==> src/design/agps_pkg.sv <==
`default_nettype none
// ----------------------------------------------------------------------------
// agps_pkg
// Shared constants, types and the letter prime table for the prime-signature
// anagram grouper.
// ----------------------------------------------------------------------------
package agps_pkg;

  localparam int unsigned KEY_WIDTH_DEF   = 32;
  localparam int unsigned TABLE_DEPTH_DEF = 64;
  localparam int unsigned LETTER_W        = 5;
  localparam int unsigned GROUP_INDEX_W   = 6;
  localparam int unsigned PRIME_W         = 7;

  typedef logic [LETTER_W-1:0] letter_t;
  typedef logic [PRIME_W-1:0]  prime_t;

  // search word travelling down the cell row
  typedef struct packed {
    logic vld;
    logic found;
    logic is_new;
  } tok_ctrl_t;

  // first 26 primes; codes beyond z give a factor of one
  function automatic prime_t letter_prime(input letter_t code);
    prime_t p;
    p = prime_t'(1);
    case (code)
      5'd0:  p = prime_t'(2);
      5'd1:  p = prime_t'(3);
      5'd2:  p = prime_t'(5);
      5'd3:  p = prime_t'(7);
      5'd4:  p = prime_t'(11);
      5'd5:  p = prime_t'(13);
      5'd6:  p = prime_t'(17);
      5'd7:  p = prime_t'(19);
      5'd8:  p = prime_t'(23);
      5'd9:  p = prime_t'(29);
      5'd10: p = prime_t'(31);
      5'd11: p = prime_t'(37);
      5'd12: p = prime_t'(41);
      5'd13: p = prime_t'(43);
      5'd14: p = prime_t'(47);
      5'd15: p = prime_t'(53);
      5'd16: p = prime_t'(59);
      5'd17: p = prime_t'(61);
      5'd18: p = prime_t'(67);
      5'd19: p = prime_t'(71);
      5'd20: p = prime_t'(73);
      5'd21: p = prime_t'(79);
      5'd22: p = prime_t'(83);
      5'd23: p = prime_t'(89);
      5'd24: p = prime_t'(97);
      5'd25: p = prime_t'(101);
      default: p = prime_t'(1);
    endcase
    return p;
  endfunction

endpackage
`default_nettype wire

==> src/design/agps_sig_acc.sv <==
`default_nettype none
// ----------------------------------------------------------------------------
// agps_sig_acc
// Running prime-product signature; wraps modulo 2^KEY_WIDTH and returns to
// one after each word end.
// ----------------------------------------------------------------------------
module agps_sig_acc #(
  parameter int unsigned KEY_WIDTH = agps_pkg::KEY_WIDTH_DEF
) (
  input  wire logic                    clk_i,
  input  wire logic                    rst_ni,
  input  wire logic                    accept_i,
  input  wire agps_pkg::letter_t       letter_i,
  input  wire logic                    no_letter_i,
  input  wire logic                    last_i,
  output logic     [KEY_WIDTH-1:0]     key_o
);

  logic [KEY_WIDTH-1:0] sig_q, sig_d;
  logic [KEY_WIDTH-1:0] factor;

  always_comb begin
    if (no_letter_i) begin
      factor = KEY_WIDTH'(1);
    end else begin
      factor = KEY_WIDTH'(agps_pkg::letter_prime(letter_i));
    end
  end

  assign key_o = sig_q * factor;

  always_comb begin
    sig_d = sig_q;
    if (accept_i) begin
      sig_d = last_i ? KEY_WIDTH'(1) : key_o;
    end
  end

  always_ff @(posedge clk_i or negedge rst_ni) begin
    if (!rst_ni) begin
      sig_q <= KEY_WIDTH'(1);
    end else begin
      sig_q <= sig_d;
    end
  end

endmodule
`default_nettype wire

==> config.mk <==
export PLATFORM = sky130hd
export DESIGN_NAME = agps_sig_acc
export DESIGN_NICKNAME = d
export VERILOG_FILES = /design/src/design/agps_pkg.sv /design/src/design/agps_sig_acc.sv
export SDC_FILE = /design/constraint.sdc
export NUM_CORES = 1
export LEC_CHECK = 0
export ABC_CLOCK_PERIOD_IN_PS = 6050
export BUFFER_PORTS_ARGS = -buffer_cell sky130_fd_sc_hd__buf_4
export CORE_UTILIZATION = 58
export CTS_CLUSTER_DIAMETER = 50
export CTS_CLUSTER_SIZE = 20
export DETAILED_ROUTE_END_ITERATION = 16
export GPL_TIMING_DRIVEN = 0
export PLACE_DENSITY = 0.88
export SYNTH_ARGS = -nofsm -noshare
export SYNTH_HDL_FRONTEND = slang
export SYNTH_SLANG_ARGS = --single-unit
export TNS_END_PERCENT = 5
==> constraint.sdc <==
create_clock -name clk_i -period 6.05 [get_ports clk_i]
set_input_delay 0.3025 -clock clk_i [delete_from_list [all_inputs] [get_ports clk_i]]
set_output_delay 0.3025 -clock clk_i [all_outputs]
set_load 0.05 [all_outputs]
==> reports/metrics.yaml <==
worst_slew_pin_slew_ns: 0.795
clk_transition_reported_paths_ns: 0.06
cp_data_required_time_ns: 5.75
io_buffer_count: 38
regMostFlops: "sig_q"
max_freq_mhz: 154
drt_wl_total_um: 20800
synth_flop_cell: "dfrtp_1"
die_x_um: 117
grt_pass1_wl_um: 34100
drive_gt1_frac: 0.173
p_per_area_nw_per_um2: 384
synth.yosys.warnings: 0
post-dp-hpwl_um: 15100
postLayoutCellArea_um2: 9020
finalHoldViolCount: 0
via_per_inst: 5.92
syn_area_per_cell_um2: 9.13
total_leakage_power_nw: 4.56
final-max-slew-violation-count: 0
tritoncts: "built"
clock_skew_ns: 0.00509
setup_viol: 19
fill_cells: 917
maxCapViolCount: 0
slew_headroom: 0.470
critPathKind: "in2out"
firstDrtPassIters: 6
hp-class: "in2reg"
die_height_um: 117
reg_top3: "sig_q: 32 flops"
dpl_cell_area_um2: 8250
setup_ws_ns: -0.461
status: "complete, but fails checks"
layout_common_cells: "inv_1 (142), and2_1 (139), fa_1 (131)"
cts_buffer_depth: 2
syn2layout_area_growth_pct: 16.9
insertion_delay_ns: 0.29
io_pins: 42
postRouteAntennaNets: 0
fin_crit_ns: 6.51
gr-total-overflow: 0
placed_cells: 1055
ys_ff_latch: 32
h-tree-depth: 2
layout_commonest_cell: "inv_1"
seq_area_frac_synth: 0.104
grt_max_degree: 33
cts.sinks: 32
period_share: 1.08
start_util: 0.604
vias: 6407
diodes: 0
grt_pass1_vias: 6828
finalPower_mw: 3.46
drt_iter0_drc: 665
die-area_um2: 13800
drc_errors: 0
syn_nets: 1036
grtUsageTotal: 0.315
async_reset_ff_frac: 1.00
rows: 41
synth_edf_count: 0
numCtsBuffers: 5
antenna_found_initial: 0
rsz0062_at_grt: "yes"
yosysUniqueCellTypes: 70
end_kind: "primary output"
nets: 1101
avgRoutedWirePerCell_um: 19.2
largest_reg_flops: 32
cp_max_fo: 7
synthCells: 845
ctsRootBufferMaster: "clkbuf_16"
gp_congestion: 0.920
failed_checks: "setup timing"
worstPathArrival_ns: 6.21
synthesis.area_um2: 7710
start_kind: "input port"
coreArea_um2: 12800
final_cells: 1083
worst_ir_drop_vdd_mv: 0.410
==> where the power goes <==
part / switching [mW] / internal [mW] / total [mW]
clock: 0.105 / 0.165 / 0.270
combinational: 1.72 / 1.01 / 2.73
sequential: 0.170 / 0.293 / 0.464
==> synthesized netlist by cell type, drive strengths merged (4+ instances only) <==
| master | n | area [um^2] |
|---|---|---|
| xnor2 | 24 | 225 |
| nand4 | 4 | 25.0 |
| buf | 7 | 47.6 |
| dfrtp | 31 | 776 |
| xor2 | 7 | 61.3 |
| nor3 | 7 | 35.0 |
| fa | 132 | 2640 |
| clkbuf | 29 | 109 |
| a21o | 11 | 82.6 |
| a211oi | 6 | 45.0 |
| nor2 | 19 | 73.8 |
| nand3b | 4 | 30.0 |
| ha | 49 | 613 |
| nand2 | 74 | 280 |
| inv | 144 | 541 |
| mux2i | 4 | 40.0 |
| and2 | 140 | 876 |
| a21oi | 23 | 119 |
| o21ai | 17 | 85.1 |
| o21a | 7 | 52.6 |
| a31oi | 5 | 31.3 |
| a22o | 25 | 219 |
| o21bai | 5 | 37.5 |
| nand2b | 13 | 81.3 |
| or2 | 4 | 25.0 |
| nor2b | 5 | 31.3 |
==> metrics by stage <==
stage | setup TNS, ns | worst slack (ns) | hold WS, ns | util
after floorplan | -5.99 | -0.316 | 0.00691 | -
after global placement | -28.98 | -1.26 | 0.287 | 0.646
after detailed placement | -32.84 | -1.36 | 0.289 | 0.646
after CTS | -4.62 | -0.426 | 0.426 | 0.695
after global routing | -10.17 | -0.661 | 0.480 | 0.706
final | -4.96 | -0.461 | 0.476 | 0.706
==> repair_timing <==
item | CTS | global route
setup endpoints to repair | 42 | 33
pin swaps | 28 | 18
hold buffers | 1 | 0
buffers inserted | 19 | 5
resized for setup | 84 | 23
hold endpoints to repair | 31 | 0
cloned | 0 | 0
==> cell type report <==
type | instances | area [um^2] | share of cell area
Timing Repair Buffer | 62 | 498 | 0.0552
Sequential cell | 32 | 802 | 0.0890
Clock buffer | 8 | 146 | 0.0162
Tap cell | 172 | 215 | 0.0239
Buffer | 32 | 249 | 0.0276
Inverter | 145 | 548 | 0.0608
Multi-Input combinational cell | 632 | 6560 | 0.727
==> critical path: stages <==
cell and delay, ns:
buf_6 0.11, clkinvlp_4 0.17, buf_6 0.17, ha_1 0.28, nand2b_1 0.14, a21o_1 0.18, a21oi_4 0.32, buf_8 0.16
and2_1 0.14, fa_1 0.46, fa_1 0.54, fa_1 0.55, inv_1 0.06, fa_1 0.49, inv_1 0.07, ha_4 0.29
and4_4 0.25, and4_4 0.25, o211ai_1 0.14, a2111oi_4 0.30, buf_4 0.20, o41ai_4 0.09, o21ai_4 0.15, xor2_2 0.18
buf_6 0.18
==> metal layers <==
| metal | wire [um] | global-route usage |
|---|---|---|
| met1 | 8090 | 0.405 |
| met2 | 10300 | 0.533 |
| met3 | 1860 | 0.0666 |
| met4 | 517 | 0.0998 |
| met5 | 0 | 0 |
==> logic make-up after synthesis <==
family,after synthesis,synth area share
simple gates,286,0.207
buf+inv,181,0.0908
fa+ha+maj,181,0.422
compound gates,127,0.125
xor+xnor,33,0.0431
flops,32,0.104
mux,5,0.00811
==> worst paths after layout <==
kind,from,endpoint,slack (ns),cells past startpoint
worst min-delay path,accept_i,sig_q[0]$_DFFE_PN1P_,0.48,3
worst max-delay path,letter_i[1],key_o[30],-0.46,25
worst max register to register,sig_q[2]$_DFFE_PN0P_,sig_q[31]$_DFFE_PN0P_,0.77,18
min in group asynchronous,rst_ni,sig_q[17]$_DFFE_PN0P_,0.52,2
max in group asynchronous,rst_ni,sig_q[0]$_DFFE_PN1P_,5.17,2
worst min register to register,sig_q[31]$_DFFE_PN0P_,sig_q[31]$_DFFE_PN0P_,0.52,1
Note: power is estimated with default switching activity, not from simulation.
