[src/design/agps_pkg.sv]
`default_nettype none
// ----------------------------------------------------------------------------
// agps_pkg
// Shared constants, types and the letter prime table for the prime-signature
// anagram grouper.
// ----------------------------------------------------------------------------
package agps_pkg;

  localparam int unsigned KEY_WIDTH_DEF   = 32;
  localparam int unsigned TABLE_DEPTH_DEF = 64;
  localparam int unsigned LETTER_W        = 5;
  localparam int unsigned GROUP_INDEX_W   = 6;
  localparam int unsigned PRIME_W         = 7;

  typedef logic [LETTER_W-1:0] letter_t;
  typedef logic [PRIME_W-1:0]  prime_t;

  // search word travelling down the cell row
  typedef struct packed {
    logic vld;
    logic found;
    logic is_new;
  } tok_ctrl_t;

  // first 26 primes; codes beyond z give a factor of one
  function automatic prime_t letter_prime(input letter_t code);
    prime_t p;
    p = prime_t'(1);
    case (code)
      5'd0:  p = prime_t'(2);
      5'd1:  p = prime_t'(3);
      5'd2:  p = prime_t'(5);
      5'd3:  p = prime_t'(7);
      5'd4:  p = prime_t'(11);
      5'd5:  p = prime_t'(13);
      5'd6:  p = prime_t'(17);
      5'd7:  p = prime_t'(19);
      5'd8:  p = prime_t'(23);
      5'd9:  p = prime_t'(29);
      5'd10: p = prime_t'(31);
      5'd11: p = prime_t'(37);
      5'd12: p = prime_t'(41);
      5'd13: p = prime_t'(43);
      5'd14: p = prime_t'(47);
      5'd15: p = prime_t'(53);
      5'd16: p = prime_t'(59);
      5'd17: p = prime_t'(61);
      5'd18: p = prime_t'(67);
      5'd19: p = prime_t'(71);
      5'd20: p = prime_t'(73);
      5'd21: p = prime_t'(79);
      5'd22: p = prime_t'(83);
      5'd23: p = prime_t'(89);
      5'd24: p = prime_t'(97);
      5'd25: p = prime_t'(101);
      default: p = prime_t'(1);
    endcase
    return p;
  endfunction

endpackage
`default_nettype wire

[src/design/agps_cell.sv]
`default_nettype none
// ----------------------------------------------------------------------------
// agps_cell
// One table entry: compare the passing signature, store it at the first free
// place, hand the search word on to the next cell.
// ----------------------------------------------------------------------------
module agps_cell #(
  parameter int unsigned KEY_WIDTH = agps_pkg::KEY_WIDTH_DEF,
  parameter int unsigned IDX_W     = 6,
  parameter int unsigned CNT_W     = 7,
  parameter int unsigned CELL_IDX  = 0
) (
  input  wire logic                  clk_i,
  input  wire logic                  rst_ni,
  input  wire agps_pkg::tok_ctrl_t   ctrl_i,
  input  wire logic [KEY_WIDTH-1:0]  key_i,
  input  wire logic [IDX_W-1:0]      idx_i,
  input  wire logic [CNT_W-1:0]      count_i,
  output agps_pkg::tok_ctrl_t        ctrl_o,
  output logic      [KEY_WIDTH-1:0]  key_o,
  output logic      [IDX_W-1:0]      idx_o
);

  localparam logic [CNT_W-1:0] MyPos = CNT_W'(CELL_IDX);
  localparam logic [IDX_W-1:0] MyIdx = IDX_W'(CELL_IDX);

  logic [KEY_WIDTH-1:0] entry_q;
  logic                 searching;
  logic                 hit;
  logic                 store;
  agps_pkg::tok_ctrl_t  ctrl_q, ctrl_d;
  logic [KEY_WIDTH-1:0] key_q;
  logic [IDX_W-1:0]     idx_q, idx_d;

  assign searching = ctrl_i.vld && !ctrl_i.found;
  assign hit       = searching && (MyPos < count_i) && (entry_q == key_i);
  assign store     = searching && (MyPos == count_i);

  always_comb begin
    ctrl_d = ctrl_i;
    idx_d  = idx_i;
    if (hit || store) begin
      ctrl_d.found  = 1'b1;
      ctrl_d.is_new = store;
      idx_d         = MyIdx;
    end
  end

  always_ff @(posedge clk_i) begin
    if (store) begin
      entry_q <= key_i;
    end
    key_q <= key_i;
    idx_q <= idx_d;
  end

  always_ff @(posedge clk_i or negedge rst_ni) begin
    if (!rst_ni) begin
      ctrl_q <= '0;
    end else begin
      ctrl_q <= ctrl_d;
    end
  end

  assign ctrl_o = ctrl_q;
  assign key_o  = key_q;
  assign idx_o  = idx_q;

endmodule
`default_nettype wire

[config.mk]
export PLATFORM = sky130hd
export DESIGN_NAME = agps_cell
export DESIGN_NICKNAME = d
export VERILOG_FILES = /design/src/design/agps_pkg.sv /design/src/design/agps_cell.sv
export SDC_FILE = /design/constraint.sdc
export NUM_CORES = 1
export LEC_CHECK = 0
export ABC_AREA = 0
export BUFFER_PORTS_ARGS = -buffer_cell sky130_fd_sc_hd__buf_2
export CAP_MARGIN = 20
export CORE_MARGIN = 5
export CORE_UTILIZATION = 50
export CTS_CLUSTER_SIZE = 10
export DETAILED_ROUTE_END_ITERATION = 16
export GPL_ROUTABILITY_DRIVEN = 1
export GPL_TIMING_DRIVEN = 0
export PLACE_DENSITY = 0.82
export SLEW_MARGIN = 25
export SYNTH_ARGS = -nofsm -noshare
export SYNTH_HDL_FRONTEND = slang
export SYNTH_SLANG_ARGS = --single-unit
[constraint.sdc]
create_clock -name clk_i -period 3.37 [get_ports clk_i]
set_clock_uncertainty 0.05 [all_clocks]
set_input_delay 0.674 -clock clk_i [delete_from_list [all_inputs] [get_ports clk_i]]
set_output_delay 0.674 -clock clk_i [all_outputs]
set_load 0.05 [all_outputs]
==> flow_summary.toml, run 1 <==
[outcome]
status = "completed"

[floorplan]
chipHeight_um = 76.9
dieArea_um2 = 5910
core_um2 = 4350
initial_core_util = 0.513
fp-row-count = 24
die_w_um = 76.9
ios = 91

[grt]
grt_util_all_layers = 0.142
grt_pass1_vias = 1422
grt.overflow.total = 0
grt_max_degree = 34
grt_pass1_wl_um = 6380
antenna_found_initial = 0

[cells_and_area]
antenna_cells = 0
fill_cells = 331
multi_input_area_um2 = 429
seq_area_um2 = 1800
nets = 283
drive_gt1_frac = 0.432
areaGrowthSynthToFinish_pct = 29.5

[sta]
worst_slew_pin_slew_ns = 0.677
rsz0062_at_grt = "no"
max_freq_mhz = 469
drv_slew = 0
layout_min_cycle_time_ns = 2.13
timing.hold.ws_ns = 0.0823
setup_tns_ns = 0
period_share = 0.632
setup_viol = 0
worst_slew_margin_rel = 0.548
hold_viol = 0

[setup_path]
end_kind = "register"
critical_path_arrival_ns = 2.29
reg2reg_depth = 6
start_kind = "primary input"
critPathKind = "primary input to register"
crit_path_max_fanout = 8
cp_data_required_time_ns = 3.53
r2r-end = "ctrl_o[0]$_DFF_PN0_"
reg2reg_slack_ns = 1.32
worstReg2RegStart = "entry_q[22]$_DFFE_PP_"

[power_and_ir_drop]
p_per_area_nw_per_um2 = 573
ir_drop_uv = 359
p_leak_nw = 1.26

[synthesis]
synth_top_area_share = 0.430
synth_warnings = 0
synthFlopType = "dfxtp_1"
synth.area.top_cells = "edfxtp_1 43%, dfxtp_1 34%, xor2_1 11%"
synth_cell_types = 18
ys_seq_elements = 73
syn_area_um2 = 2230
yosysMostFrequentCell = "dfxtp_1"
yosys.area.top_type = "edfxtp_1"
synthCells = 132
synth_nets = 182
yosysSeqAreaShare = 0.804
async_reset_ff_frac = 0.0411
synth_edf_count = 32
syn_avg_cell_area_um2 = 16.9
synth_top_cells_by_count = "38 x dfxtp_1, 32 x edfxtp_1, 27 x xor2_1, 6 x and3_1, 6 x nor4_1"

[min_path]
hp-class = "primary input to asynchronous set/reset pin"

[drt]
via_per_inst = 4.64
drt_wl_total_um = 3920
ant_nets = 0
vias = 1335
drc_errors = 0
drtIter0Drc = 59
routedWlPerCell_um = 13.6
dr.pass1.iters = 4

[clock_network]
cts-resized-gates = 0
cts-root-buf = "clkbuf_8"
ctsHoldBuffers = 0
clock-sinks = 73
post_cts_buffers = 0
cts_tree = "yes"
clkTransAtPathRegs_ns = 0.06
cts_buffers = 9
clk_latency_ns = 0.33
clockBufferDepth = 2
htreeDepth = 3

[placement]
place_congestion = 0.691
hpwl_um = 2990
io_buffers = 90

[flow_run]
drv_cap = 0
worst max-delay path, stage by stage:
cell     delay [ns]
buf_2          0.12
xor2_1         0.16
nor4_1         0.33
nand4_1        0.14
or4_1          0.52
buf_2          0.17
a21o_1         0.18
power by group:
group	internal, W	switching, W	total (W)
clock	0.000256	0.000264	0.000520
sequential	0.000950	0.00000554	0.000955
combinational	0.0000509	0.000132	0.000183
total	0.00126	0.000401	0.00166
layer usage:
metal / vias to the layer above / track usage / wire length [um]
met3: 7 / 0.0703 / 493
met2: 75 / 0.198 / 1710
met5: - / 0 / 0
met4: 0 / 0.0962 / 86
met1: 590 / 0.170 / 1630
li1: 663 / - / -
cells by family after synthesis:
| group | count (synthesis) | share of synthesized area |
|---|---|---|
| DFF | 73 | 0.804 |
| xor gates and xnor gates | 32 | 0.125 |
| and+or+nand+nor | 24 | 0.0633 |
| buffers and inverters | 2 | 0.00392 |
| AOI/OAI and AO/OA | 1 | 0.00336 |
cells in the final DEF, fill, tap and decap left out:
cell / netlist / routed
clkbuf_8: 0 / 9
nand3_1: 1 / 1
dfxtp_1: 38 / 38
clkinv_1: 0 / 1
nand2_1: 1 / 1
dfrtp_1: 3 / 3
nand4_1: 3 / 3
edfxtp_1: 32 / 32
buf_2: 1 / 91
a21o_1: 1 / 1
nor2_1: 2 / 2
xnor2_1: 5 / 5
clkbuf_1: 0 / 3
xor2_1: 27 / 27
or4_1: 1 / 1
nor2b_1: 1 / 1
inv_2: 0 / 1
and3_1: 6 / 6
nor3_1: 2 / 2
nor4_1: 6 / 6
clkinv_2: 0 / 1
nand3b_1: 1 / 1
stage by stage:
stage	utilization	total power, W	worst slack, ns	std cells	area, um^2
6_report	0.665	0.00166	1.24	288	2890
5_1_grt	0.665	0.00174	1.11	288	2890
4_1_cts	0.665	0.00168	1.24	288	2890
3_5_place_dp	0.632	0.00116	0.893	274	2750
3_3_place_gp	0.632	0.00116	0.734	274	2750
2_1_floorplan	-	0.00109	1.18	132	2230
registers in the layout, summed over array words and instances, names as in the netlist:
register,flops
idx_o,6
entry_q,32
key_o,32
ctrl_o,3
final cells by class:
| class | instances | share of cell area |
|---|---|---|
| Tap cell | 52 | 0.0225 |
| Clock buffer | 12 | 0.0467 |
| Clock inverter | 2 | 0.00303 |
| Sequential cell | 73 | 0.621 |
| Buffer | 1 | 0.00173 |
| Multi-Input combinational cell | 57 | 0.148 |
| Timing Repair Buffer | 90 | 0.156 |
| Inverter | 1 | 0.00130 |
how the worst max path moves through the flow:
stage               startpoint                    to  slack, ns  cells after the start
detailed placement    key_i[5]   ctrl_o[0]$_DFF_PN0_       0.89                      7
global placement     ctrl_i[1]  entry_q[3]$_DFFE_PP_       0.73                      4
finish                key_i[5]   ctrl_o[0]$_DFF_PN0_       1.24                      7
global route          key_i[5]   ctrl_o[0]$_DFF_PN0_       1.11                      7
floorplan           count_i[2]  entry_q[0]$_DFFE_PP_       1.18                      3
CTS                   key_i[5]   ctrl_o[0]$_DFF_PN0_       1.24                      7
Note: power is estimated with default switching activity, not from simulation.
==> run 2, diff against run 1 <==
--- a/config.mk
+++ b/config.mk
@@ -9,12 +9,12 @@
 export BUFFER_PORTS_ARGS = -buffer_cell sky130_fd_sc_hd__buf_2
 export CAP_MARGIN = 20
 export CORE_MARGIN = 5
-export CORE_UTILIZATION = 50
+export CORE_UTILIZATION = 47
 export CTS_CLUSTER_SIZE = 10
 export DETAILED_ROUTE_END_ITERATION = 16
 export GPL_ROUTABILITY_DRIVEN = 1
 export GPL_TIMING_DRIVEN = 0
-export PLACE_DENSITY = 0.82
+export PLACE_DENSITY = 0.78
 export SLEW_MARGIN = 25
 export SYNTH_ARGS = -nofsm -noshare
 export SYNTH_HDL_FRONTEND = slang
==> constraint.sdc (replaced) <==
create_clock -name clk_i -period 2.1 [get_ports clk_i]
set_clock_uncertainty 0.05 [all_clocks]
set_input_delay 0.42 -clock clk_i [delete_from_list [all_inputs] [get_ports clk_i]]
set_output_delay 0.42 -clock clk_i [all_outputs]
set_load 0.05 [all_outputs]
==> run 2 against run 1 <==
  * Count of clock-buffer cells in the layout grew 3
  * Worst hold slack gained 0.083 ns
  * Clock power grew 96%
  * Critical path type is now register to register
  * Largest cell class unchanged
  * Largest power group unchanged
==> flow_summary.toml, run 2 (same netlist as run 1, synthesis figures left out) <==
[outcome]
status = "completed"

[setup_path]
cpMaxStageDelayCell = "or4_4"
crit_buf_inv = 1
crit_family = "simple AND/OR/NAND/NOR gates"
crit_chain = "xor2_1 -> nor4_2 -> nand4_1 -> or4_4 -> buf_6 -> and3_1"
slowest_delay_ns = 0.55
end_kind = "register"
crit_path_max_fanout = 8
cp_data_required_time_ns = 2.27
start_kind = "register"
critical_path_arrival_ns = 2.24
critPathKind = "register to register"

[clock_network]
clock-sinks = 73
htreeDepth = 3
clkTransAtPathRegs_ns = 0.07
cts-root-buf = "clkbuf_8"
clk_latency_ns = 0.33
post_cts_buffers = 0
cts_buffers = 9
clockBufferDepth = 2
cts_tree = "yes"

[floorplan]
dieArea_um2 = 6230
die_w_um = 79.0
chipHeight_um = 79.0
core_um2 = 4660
ios = 91
initial_core_util = 0.479
fp-row-count = 25

[grt]
antenna_found_initial = 0
grt_util_all_layers = 0.137
grt_pass1_vias = 1371
grt.overflow.total = 0
grt_max_degree = 34
grt_pass1_wl_um = 6330

[sta]
setup_viol = 0
rsz0062_at_grt = "yes"
drv_slew = 0
layout_min_cycle_time_ns = 2.07
max_freq_mhz = 484
timing.hold.ws_ns = 0.165
worst_slew_margin_rel = 0.532
period_share = 0.984
hold_viol = 0
worst_slew_pin_slew_ns = 0.701

[drt]
vias = 1341
drc_errors = 0
drtIter0Drc = 84
dr.pass1.iters = 4
drt_wl_total_um = 3950
ant_nets = 0
via_per_inst = 4.58
routedWlPerCell_um = 13.5

[cells_and_area]
layoutNonFillerInstCount = 293
antenna_cells = 0
nets = 284
drive_gt1_frac = 0.456
final_common_cell = "buf_2"
areaGrowthSynthToFinish_pct = 33.3
mostFrequentLayoutCells = "90 x buf_2, 38 x dfxtp_1, 32 x edfxtp_1"

[placement]
place_congestion = 0.716
io_buffers = 90
hpwl_um = 2920
dp_cells = 276

[power_and_ir_drop]
p_total_w = 0.00285
p_leak_nw = 1.29
ir_drop_uv = 602
p_per_area_nw_per_um2 = 957

[flow_run]
drv_cap = 0

[min_path]
hp-class = "primary input to register"
==> run 2: power breakdown <==
group | leakage (nW) | switching, W | internal [W] | total, W
Clock | 0.0960 | 0.000463 | 0.000560 | 0.00102
Combinational | 0.549 | 0.000213 | 0.0000834 | 0.000297
Sequential | 0.643 | 0.00000856 | 0.00152 | 0.00153
Total | 1.29 | 0.000684 | 0.00217 | 0.00285
==> run 2: metrics by stage <==
step | area [um^2] | util | setup TNS [ns] | setup WS [ns]
finish | 2980 | 0.639 | 0 | 0.0333
global route | 2980 | 0.639 | -0.299 | -0.0514
CTS | 2970 | 0.636 | 0 | 0.0374
detailed placement | 2750 | 0.591 | -1.63 | -0.232
global placement | 2750 | 0.591 | -10.02 | -0.265
floorplan | 2230 | - | 0 | 0.164
==> run 2: area by class of cell <==
class	instances	area [um^2]
Timing Repair Buffer	91	460
Fill cell	350	1680
Clock buffer	15	186
Sequential cell	73	1800
Multi-Input combinational cell	57	445
Tap cell	54	67.6
Buffer	1	11.3
Inverter	1	3.75
Clock inverter	1	7.51
==> run 2: what timing repair did <==
item | CTS | global route
pin swaps | 3 | 3
hold buffers | 1 | 0
endpoints found under the hold margin | 3 | 0
resized for setup | 2 | 3
endpoints found under the setup margin | 7 | 7
==> run 2: per-layer routing <==
layer,vias up,GRT usage,share of wire
met4,0,0.0911,0.025
met2,58,0.204,0.46
met3,10,0.0488,0.081
li1,665,-,-
met1,608,0.168,0.43
met5,-,0,0
==> run 2: path summary, 6_finish.rpt <==
check | slack (ns) | startpoint | depth (start not counted) | to
worst max register to register | 0.03 | entry_q[14]$_DFFE_PP_ | 6 | idx_o[1]$_SDFF_PP0_
worst max-delay path | 0.03 | entry_q[14]$_DFFE_PP_ | 6 | idx_o[1]$_SDFF_PP0_
max in group asynchronous | 1.54 | rst_ni | 2 | ctrl_o[1]$_DFF_PN0_
min in group asynchronous | 0.36 | rst_ni | 2 | ctrl_o[0]$_DFF_PN0_
worst min-delay path | 0.16 | ctrl_i[2] | 1 | ctrl_o[2]$_DFF_PN0_
worst min register to register | 0.76 | entry_q[19]$_DFFE_PP_ | 5 | ctrl_o[1]$_DFF_PN0_
==> run 3, diff against run 2 <==
--- a/config.mk
+++ b/config.mk
@@ -5,11 +5,11 @@
 export SDC_FILE = /design/constraint.sdc
 export NUM_CORES = 1
 export LEC_CHECK = 0
-export ABC_AREA = 0
+export ABC_AREA = 1
 export BUFFER_PORTS_ARGS = -buffer_cell sky130_fd_sc_hd__buf_2
 export CAP_MARGIN = 20
 export CORE_MARGIN = 5
-export CORE_UTILIZATION = 47
+export CORE_UTILIZATION = 48
 export CTS_CLUSTER_SIZE = 10
 export DETAILED_ROUTE_END_ITERATION = 16
 export GPL_ROUTABILITY_DRIVEN = 1
==> run 3 against run 2 <==
  * Critical path depth up 1
  * Power down 4.6%
  * Count of clock-buffer cells in the layout unchanged
  * Non-clock buffer count up 2
  * Design area up 10%
  * Worst hold slack better by 0.017 ns
  * Maximum frequency up 18%
  * Sequential share of layout area down 5.6 points
  * Wire length up 20%
  * Register-to-register slack better by 0.66 ns
  * Sequential power about the same
  * Flip-flop and latch count unchanged
  * Critical endpoint is now entry_q[10]$_DFFE_PP_
==> flow_summary.toml, run 3 <==
[clock_network]
cts_tree = "yes"
cts-root-buf = "clkbuf_8"
clock-sinks = 73
clockBufferDepth = 2
cts_buffers = 9
clkTransAtPathRegs_ns = 0.07
htreeDepth = 3
post_cts_buffers = 0
clk_latency_ns = 0.32

[sta]
hold_viol = 0
setup_viol = 0
rsz0062_at_grt = "no"
worst_slew_margin_rel = 0.518
layout_min_cycle_time_ns = 1.75
max_freq_mhz = 573
drv_slew = 0
worst_slew_pin_slew_ns = 0.718
setup_tns_ns = 0
period_share = 0.832

[synthesis]
ys_seq_elements = 73
synthMuxAreaShare = 0
yosys.area.top_type = "edfxtp_1"
synthFlopType = "dfxtp_1"
synth_top_family_by_area = "simple AND/OR/NAND/NOR gates"
async_reset_ff_frac = 0.0411
synth_top_cells_by_count = "61 x nand2_1, 44 x inv_1, 38 x dfxtp_1, 32 x edfxtp_1, 23 x nor2_1"
synth_warnings = 0
synthCells = 232
synth.area.top_cells = "edfxtp_1 38%, dfxtp_1 30%, nand2_1 9.1%"
synth_edf_count = 32
synth_cell_types = 19
synth_top_area_share = 0.381
synth_nets = 282
synth_xor_area_frac = 0.0348
syn_avg_cell_area_um2 = 10.9
yosysMostFrequentCell = "nand2_1"
yosysSeqAreaShare = 0.713
synthSimpleGateAreaFrac = 0.165
synth-adder-area-share = 0
synth_compound_area_frac = 0.0204
syn_area_um2 = 2520

[drt]
drc_errors = 0
routedWlPerCell_um = 11.5
via_per_inst = 4.27
drt_wl_total_um = 4760
vias = 1761
drtIter0Drc = 72
dr.pass1.iters = 4
ant_nets = 0

[grt]
grt.overflow.total = 0
grt_util_all_layers = 0.146
grt_pass1_vias = 1694
grt_pass1_wl_um = 7200
antenna_found_initial = 0
grt_max_degree = 12

[floorplan]
fp-row-count = 26
core_um2 = 5110
die_w_um = 82.5
dieArea_um2 = 6800
chipHeight_um = 82.5
initial_core_util = 0.493
ios = 91

[setup_path]
slowest_delay_ns = 0.55
critical_path_arrival_ns = 1.73
crit_path_frequent_cell = "buf_6"
end_kind = "register"
endpoint = "entry_q[10]$_DFFE_PP_"
start_kind = "primary input"
reg2reg_slack_ns = 0.69
cpMaxStageDelayCell = "nor4_4"
cp_data_required_time_ns = 2.08
r2r-end = "idx_o[5]$_SDFF_PP0_"
reg2reg_depth = 8
crit_path_max_fanout = 10
crit_chain = "buf_2 -> inv_6 -> nor2_4 -> nand3_2 -> nor4_4 -> buf_6 -> buf_6"
critPathKind = "primary input to register"
worstReg2RegStart = "entry_q[26]$_DFFE_PP_"
cp-startpoint = "ctrl_i[2]"

[placement]
place_congestion = 0.719
io_buffers = 90
placed_area_um2 = 3130
hpwl_um = 3760

[min_path]
hp-class = "primary input to register"

[cells_and_area]
areaGrowthSynthToFinish_pct = 30.4
nets = 387
finalInstanceArea_um2 = 3290
drive_gt1_frac = 0.345
final_common_cell = "buf_2"
mostFrequentLayoutCells = "90 x buf_2, 61 x nand2_1, 43 x inv_1"
antenna_cells = 0

[flow_run]
drv_cap = 0

[power_and_ir_drop]
p_per_area_nw_per_um2 = 827
p_total_w = 0.00272
ir_drop_uv = 455
p_leak_nw = 1.60

[outcome]
status = "completed"
## run 3: per-stage QoR
step	util	worst slack, ns	hold WS, ns	std cells
6_report	0.644	0.354	0.182	412
3_3_place_gp	0.605	-0.968	0.167	392
2_1_floorplan	-	-0.186	0.0744	232
4_1_cts	0.644	0.371	0.164	412
3_5_place_dp	0.612	0.00643	0.169	395
5_1_grt	0.644	0.301	0.161	412
## run 3: worst max-delay path: cells and delay by family
| kind | cells | cell delay [ns] |
|---|---|---|
| buffers and inverters | 4 | 0.56 |
| and+or+nand+nor | 3 | 0.73 |
## run 3: report_power, final
part | internal [W] | switching, W | total (W)
sequential | 0.00152 | 0.00000934 | 0.00153
clock | 0.000431 | 0.000434 | 0.000865
combinational | 0.0000887 | 0.000232 | 0.000321
total | 0.00204 | 0.000676 | 0.00272
## run 3: what timing repair did
item | in CTS | in global routing
gates resized for setup | 0 | 0
endpoints found under the hold margin | 3 | 0
endpoints found under the setup margin | 0 | 0
hold buffers | 1 | 0
## run 3: logic make-up after synthesis
group	Yosys count
xor gates and xnor gates	10
DFF	73
and+or+nand+nor	97
buffers and inverters	45
AOI/OAI and AO/OA	7
## run 3: area by class of cell
| cell class | instances | area (um^2) |
|---|---|---|
| inverters | 45 | 174 |
| clock inverters | 1 | 5.00 |
| clock buffers | 15 | 146 |
| flip-flops and latches | 73 | 1800 |
| repair buffers | 94 | 498 |
| well taps | 70 | 87.6 |
| multi-input cells | 114 | 579 |
| fillers | 443 | 1820 |
## run 3: metal layers
layer	track usage	share of wire	vias to the layer above
met5	0	0	-
met4	0.0897	0.014	0
met3	0.0434	0.062	6
met2	0.240	0.52	44
met1	0.166	0.40	797
li1	-	-	914
## run 3: how the worst min path moves through the flow
stage | slack (ns) | startpoint | cells after the start | to
3_3_place_gp | 0.17 | rst_ni | 1 | ctrl_o[2]$_DFF_PN0_
6_report | 0.18 | key_i[8] | 1 | key_o[8]$_DFF_P_
4_1_cts | 0.16 | key_i[8] | 1 | key_o[8]$_DFF_P_
2_1_floorplan | 0.07 | rst_ni | 0 | ctrl_o[0]$_DFF_PN0_
3_5_place_dp | 0.17 | rst_ni | 1 | ctrl_o[1]$_DFF_PN0_
5_1_grt | 0.16 | key_i[21] | 1 | key_o[21]$_DFF_P_
